**config.mk**
```make
export PLATFORM = sky130hd
export DESIGN_NAME = qvr_back
export DESIGN_NICKNAME = d
export VERILOG_FILES = /design/src/rtl/qvr_pkg.sv /design/src/rtl/qvr_back.sv
export SDC_FILE = /design/constraint.sdc
export NUM_CORES = 1
export LEC_CHECK = 0
export CAP_MARGIN = 20
export CORE_AREA = 3 3 219 221
export DETAILED_ROUTE_END_ITERATION = 12
export DIE_AREA = 0 0 222 224
export DONT_BUFFER_PORTS = 1
export GPL_TIMING_DRIVEN = 0
export MAX_ROUTING_LAYER = met4
export PLACE_DENSITY_LB_ADDON = 0.3
export SLEW_MARGIN = 10
export SYNTH_ARGS = -nofsm -noshare
export SYNTH_HDL_FRONTEND = slang
export SYNTH_SLANG_ARGS = --single-unit
export TNS_END_PERCENT = 30
```
**constraint.sdc**
```tcl
create_clock -name clk -period 5.5 [get_ports clk]
set_clock_uncertainty 0.15 [all_clocks]
set_input_delay 0.55 -clock clk [delete_from_list [all_inputs] [get_ports clk]]
set_output_delay 0.55 -clock clk [all_outputs]
set_load 0.02 [all_outputs]
```
**src/rtl/qvr_pkg.sv**
```systemverilog
package qvr_pkg;

    localparam int Q_BITS     = 36;
    localparam int REM_W      = 64;
    localparam int NORM_W     = 65;
    localparam int MAG_W      = REM_W + Q_BITS;

    typedef struct packed {
        logic               operation;
        logic signed [31:0] quat_w;
        logic signed [31:0] quat_x;
        logic signed [31:0] quat_y;
        logic signed [31:0] quat_z;
        logic signed [31:0] vec_x;
        logic signed [31:0] vec_y;
        logic signed [31:0] vec_z;
    } in_t;

    typedef struct packed {
        logic signed [31:0] rot_x;
        logic signed [31:0] rot_y;
        logic signed [31:0] rot_z;
        logic               norm_error;
        logic               saturated;
    } out_t;

    // one vector component on its way through the divider
    typedef struct packed {
        logic               neg;
        logic [REM_W-1:0]   rem;
        logic [Q_BITS-1:0]  sh;
        logic signed [31:0] v;
    } lane_t;

    typedef struct packed {
        logic              err;
        logic [NORM_W-1:0] n2;
        lane_t [2:0]       lane;
    } div_t;

endpackage

```
**src/rtl/qvr_back.sv**
```systemverilog
module qvr_back
    import qvr_pkg::*;
(
    input  logic clk,
    input  logic rst_n,
    input  logic in_valid,
    input  div_t in,
    output logic done,
    output out_t result
);

    logic               valid1_reg;
    logic               valid2_reg;
    logic signed [37:0] quo1_reg [3];
    logic signed [31:0] v1_reg [3];
    logic               err1_reg;
    out_t               result_reg;

    always_ff @(posedge clk or negedge rst_n)
    begin
        if (!rst_n)
        begin
            valid1_reg <= 1'b0;
            valid2_reg <= 1'b0;
        end
        else
        begin
            valid1_reg <= in_valid;
            valid2_reg <= valid1_reg;
        end
    end

    always_ff @(posedge clk)
    begin
        logic [Q_BITS:0]    qmag;
        logic signed [38:0] sum;
        logic signed [31:0] rot [3];
        logic               sat;

        // round half away from zero on the magnitude
        for (int i = 0; i < 3; i++)
        begin
            qmag = {1'b0, in.lane[i].sh};
            if ({in.lane[i].rem, 1'b0} >= in.n2)
                qmag = qmag + 1'b1;
            quo1_reg[i] <= in.lane[i].neg ? -signed'({1'b0, qmag}) : signed'({1'b0, qmag});
            v1_reg[i]   <= in.lane[i].v;
        end
        err1_reg <= in.err;

        sat = 1'b0;
        for (int i = 0; i < 3; i++)
        begin
            sum = {{7{v1_reg[i][31]}}, v1_reg[i]} + {quo1_reg[i][37], quo1_reg[i]};
            if (sum > 39'sh007FFFFFFF)
            begin
                rot[i] = 32'sh7FFFFFFF;
                sat    = 1'b1;
            end
            else if (sum < -39'sh0080000000)
            begin
                rot[i] = 32'sh80000000;
                sat    = 1'b1;
            end
            else
                rot[i] = sum[31:0];
        end
        if (err1_reg)
        begin
            result_reg <= '{rot_x: '0, rot_y: '0, rot_z: '0, norm_error: 1'b1,
                            saturated: 1'b0};
        end
        else
        begin
            result_reg <= '{rot_x: rot[0], rot_y: rot[1], rot_z: rot[2], norm_error: 1'b0,
                            saturated: sat};
        end
    end

    assign done   = valid2_reg;
    assign result = result_reg;

endmodule

```
Word level (Yosys, flattened, before mapping):

Memories as Yosys holds them, arrays and structs flattened.
Index checks and enable logic that the tools add are counted.

* register bits: 101
* memories kept: 2
* memory bits (writable): 210
* output and inout bits: 99

* order comparisons: 9
* multiplexer cells: 19
* reductions and logical operators: 3
* $add $sub $neg: 9

Memory list
* quo1_reg: words 3, width 38, read ports 3, clocked after Yosys merged registers in 0, wr ports 3, line qvr_back.sv:14 `logic signed [37:0] quo1_reg [3];`
* v1_reg: words 3, width 32, read ports 3, clocked after Yosys merged registers in 0, wr ports 3, line qvr_back.sv:15 `logic signed [31:0] v1_reg [3];`

Operators by type and width (number)
* >= comparator 65 bit: 3
* adder 32 x 38 -> 39 bit: 3
* greater-than comparator 39 x 32 -> 1 bit (second input constant): 3
* less-than comparator 39 x 32 -> 1 bit (second input constant): 3
* 2-to-1 mux 38 bit: 3
* negation 37 -> 38 bit: 3
* adder 36 x 1 -> 37 bit (second input constant): 3
* 2-to-1 mux 37 bit: 3
* 2-to-1 mux 32 bit: 3
* 2-to-1 mux 31 bit: 3
* 2-to-1 mux 1 bit: 6
* OR reduction 2 bit: 3
* 2-to-1 mux 2 bit: 1

Longest topological paths before layout:

An unclocked memory read counts as a cell.

* depth after elaboration: 10
* gate-level depth with buffers: 19
* depth with buffers taken out: 18

Worst setup path after synthesis:

Ideal clock, no wire load.

* path kind: input port to flip-flop
* start point: input port in[462] in the netlist's numbering
* end point: memory quo1_reg[1][29], in the netlist quo1_reg[0][67]
* data arrival time: 4308 ps
* path buffers: 3
* setup slack: 921 ps
* setup time: 121 ps
* stages: 17
* path through: inv_1 > ha_1 > nand4_2 > or3_1 > nor4_4 > and4_1 > a211oi_2 > and2_1 > buf_6 > or4_1 > a22o_1 > or4_1 > buf_2 > or2_1 > buf_2 > o31ai_4 > xnor2_1

RTL lines
* start: declaration: line qvr_back.sv:7 `input div_t in,`
* end: declaration: line qvr_back.sv:14

==> flow_summary.json <==
{
  "tightest_slew_ns": 0.903,
  "hold_viol": 0,
  "irDropWorstVdd_uv": 329,
  "timing.hold.ws_ns": 0.0215,
  "synth_fp_nets": 3615,
  "grt_util_all_layers_pct": 30.6,
  "wl_per_cell_um": 21.7,
  "routabilityCongestion": 1.01,
  "slew_headroom_pct": 39.0,
  "antenna_found_initial": 11,
  "finalNetCount": 3755,
  "drv_slew": 0,
  "grt_setup_unrepaired": "false",
  "fmax_mhz": 194,
  "path_class": "in -> reg",
  "die_y_um": 224,
  "timing.final.crit_share_pct": 93.8,
  "routed_wl_mm": 78.6,
  "grt_max_degree": 17,
  "multi_input_area_um2": 16400,
  "dr_total_vias": 21769,
  "cp-end-kind": "flip-flop",
  "post-route-min-period_ns": 5.16,
  "p_leak_nw": 11.1,
  "arrival_ns": 5.42,
  "clk_latency_ns": 0.60,
  "yosys_most_used_dff": "dfxtp_1",
  "rows": 79,
  "setup_viol": 0,
  "status": "complete, no violations",
  "cts.htree.levels": 1,
  "seq_area_um2": 6240,
  "yosys.area.top_type": "dfxtp_1",
  "synth_area_leaders": "dfxtp_1, ha_1, xnor2_1",
  "grt_first_pass_wirelength_mm": 118,
  "gr-total-overflow": 0,
  "async_reset_ff_share_pct": 0.643,
  "syn_area_um2": 23400,
  "die_area_um2": 49700,
  "ys_types": 78,
  "start_util_pct": 50.6,
  "areaGrowthSynthToFinish_pct": 12.6,
  "cts_tree": "built",
  "hpwlAfterDp_mm": 66.2,
  "synth_edf_count": 0,
  "synth_top_area_share_pct": 26.4,
  "grt_pass1_vias": 20783,
  "final.fill_count": 4146,
  "largest_reg_flops": 114,
  "startpoint_type": "primary input",
  "clkSlewWorstSetupHoldPaths_ns": 0.06,
  "root_buffer": "clkbuf_16",
  "coreArea_um2": 46400,
  "drive_above_1_share_pct": 3.37,
  "path_max_fanout": 10,
  "boundaryPins": 567,
  "clockBufferDepth": 3,
  "cts_buffers": 31,
  "initialDrtViolationCount": 1770,
  "powerDensity_nw_per_um2": 273,
  "cts.sink_count": 311,
  "port_buffers": 0,
  "synth_seq_cells": 311,
  "route.detailed.drc": 0,
  "netlist_instances": 2832,
  "synth.avg_cell_area_um2": 8.28,
  "final_core_util_pct": 57.0,
  "crit_required_ns": 5.76,
  "die_w_um": 222,
  "detail-route-antenna-nets": 0,
  "routed_via_density": 6.02,
  "cap_violations": 0,
  "hp-class": "in -> reg",
  "yosys_warnings": 0,
  "drt_first_pass_iters": 5,
  "ys_seq_area_share_pct": 26.6
}
## worst paths after layout
kind	startpoint	end	slack, ns	cells past startpoint
worst min-delay path	in[302]	quo1_reg[0][80]	0.02	2
worst min register to register	err1_reg	result[1]	0.20	0
max in group asynchronous	rst_n	done	5.02	1
worst max-delay path	in[461]	quo1_reg[0][68]	0.34	15
min in group asynchronous	rst_n	valid1_reg	0.05	1
worst max register to register	v1_reg[0][0]	result[90]	0.36	16
## layer usage
| layer | GRT usage, % | routed length (um) |
|---|---|---|
| met1 | 36.8 | 32400 |
| met5 | - | 0 |
| met3 | 6.34 | 6110 |
| met4 | 11.2 | 3300 |
| met2 | 50.9 | 36800 |
## repair_timing
action / CTS / global route
setup buffers: 0 / 0
resized for setup: 0 / 2
setup endpoints to repair: 0 / 11
endpoints found under the hold margin: 106 / 0
hold buffers: 105 / 0
## through the flow
| stage | cell area, um^2 | setup TNS (ns) | instances | worst slack [ns] | power, W |
|---|---|---|---|---|---|
| after floorplan | 23400 | 0 | 2832 | 0.921 | 0.00441 |
| after global placement | 24200 | -2.68 | 3439 | -0.434 | 0.00488 |
| after detailed placement | 24200 | -1.04 | 3440 | -0.303 | 0.00492 |
| after CTS | 26400 | 0 | 3603 | 0.235 | 0.00720 |
| after global routing | 26400 | 0 | 3615 | 0.0492 | 0.00758 |
| final | 26400 | 0 | 3618 | 0.339 | 0.00720 |
## logic make-up (layout without fill, tap and decap cells)
family / Yosys count / after routing / share of synthesized area, %
compound gates: 799 / 799 / 21.6
xor+xnor: 324 / 324 / 12.1
fa+ha+maj: 315 / 315 / 16.9
buf+inv: 218 / 383 / 3.54
flops: 311 / 311 / 26.6
mux: 29 / 29 / 1.28
other cells: 0 / 14 / 0
simple gates: 836 / 836 / 18.0
## worst max-delay path: stages
cell,delay (ns)
inv_1,0.12
ha_1,0.36
nand4_2,0.15
or3_1,0.49
nor4_4,0.35
and4_1,0.34
a211oi_4,0.18
clkbuf_1,0.29
a21boi_0,0.45
mux2i_1,0.41
o2111ai_1,0.30
or2_2,0.40
nor3_1,0.29
nand2b_1,0.09
a2111oi_0,0.61
## power breakdown
part | switching, W | leakage [nW] | total [W] | internal, W
combinational | 0.00122 | 7.97 | 0.00210 | 0.000885
sequential | 0.000341 | 2.63 | 0.00289 | 0.00255
clock | 0.000901 | 0.541 | 0.00221 | 0.00130
## synth_stat cells (5+ instances only)
master,instances
a211oi_1,31
ha_1,312
and3_1,47
nor3_1,55
nor3b_1,8
a41oi_1,8
nand4_1,75
nand2_1,229
o211ai_1,18
dfxtp_1,309
a2111oi_0,6
nand2b_1,27
inv_1,127
xnor2_1,204
mux2i_1,21
or2_2,22
mux2_2,8
nand3_1,95
clkbuf_1,86
o21a_1,19
o2111ai_1,12
xor2_1,120
a21boi_0,9
and4_1,18
and2_1,29
o31ai_1,31
o22ai_1,7
a22oi_1,8
a31oi_1,30
o21ai_0,212
or3_1,26
nor2_1,144
a21o_1,99
a221o_1,5
or4_1,6
a221oi_1,10
a21oi_1,213
nor2b_1,21
a311oi_1,11
nor4_1,20
o21bai_1,20
## placed cells by master, fill, tap and decap left out, types with 47 or more instances in the layout
| master | instances |
|---|---|
| dfxtp_1 | 309 |
| xor2_1 | 120 |
| nor2_1 | 144 |
| nand3_1 | 95 |
| ha_1 | 312 |
| a21oi_1 | 213 |
| nand2_1 | 229 |
| xnor2_1 | 204 |
| inv_1 | 127 |
| clkbuf_1 | 90 |
| nor3_1 | 55 |
| nand4_1 | 75 |
| o21ai_0 | 212 |
| a21o_1 | 99 |
| dlygate4sd3_1 | 105 |
| and3_1 | 47 |
## layout make-up
type / instances / share of cell area [%]
Antenna cell: 14 / 0.133
Buffer: 91 / 1.34
Clock buffer: 40 / 3.25
Clock inverter: 18 / 0.881
Inverter: 127 / 1.80
Multi-Input combinational cell: 2303 / 62.1
Sequential cell: 311 / 23.6
Tap cell: 607 / 2.88
Timing Repair Buffer: 107 / 4.03
No activity file was read; power rests on OpenSTA's default activity.
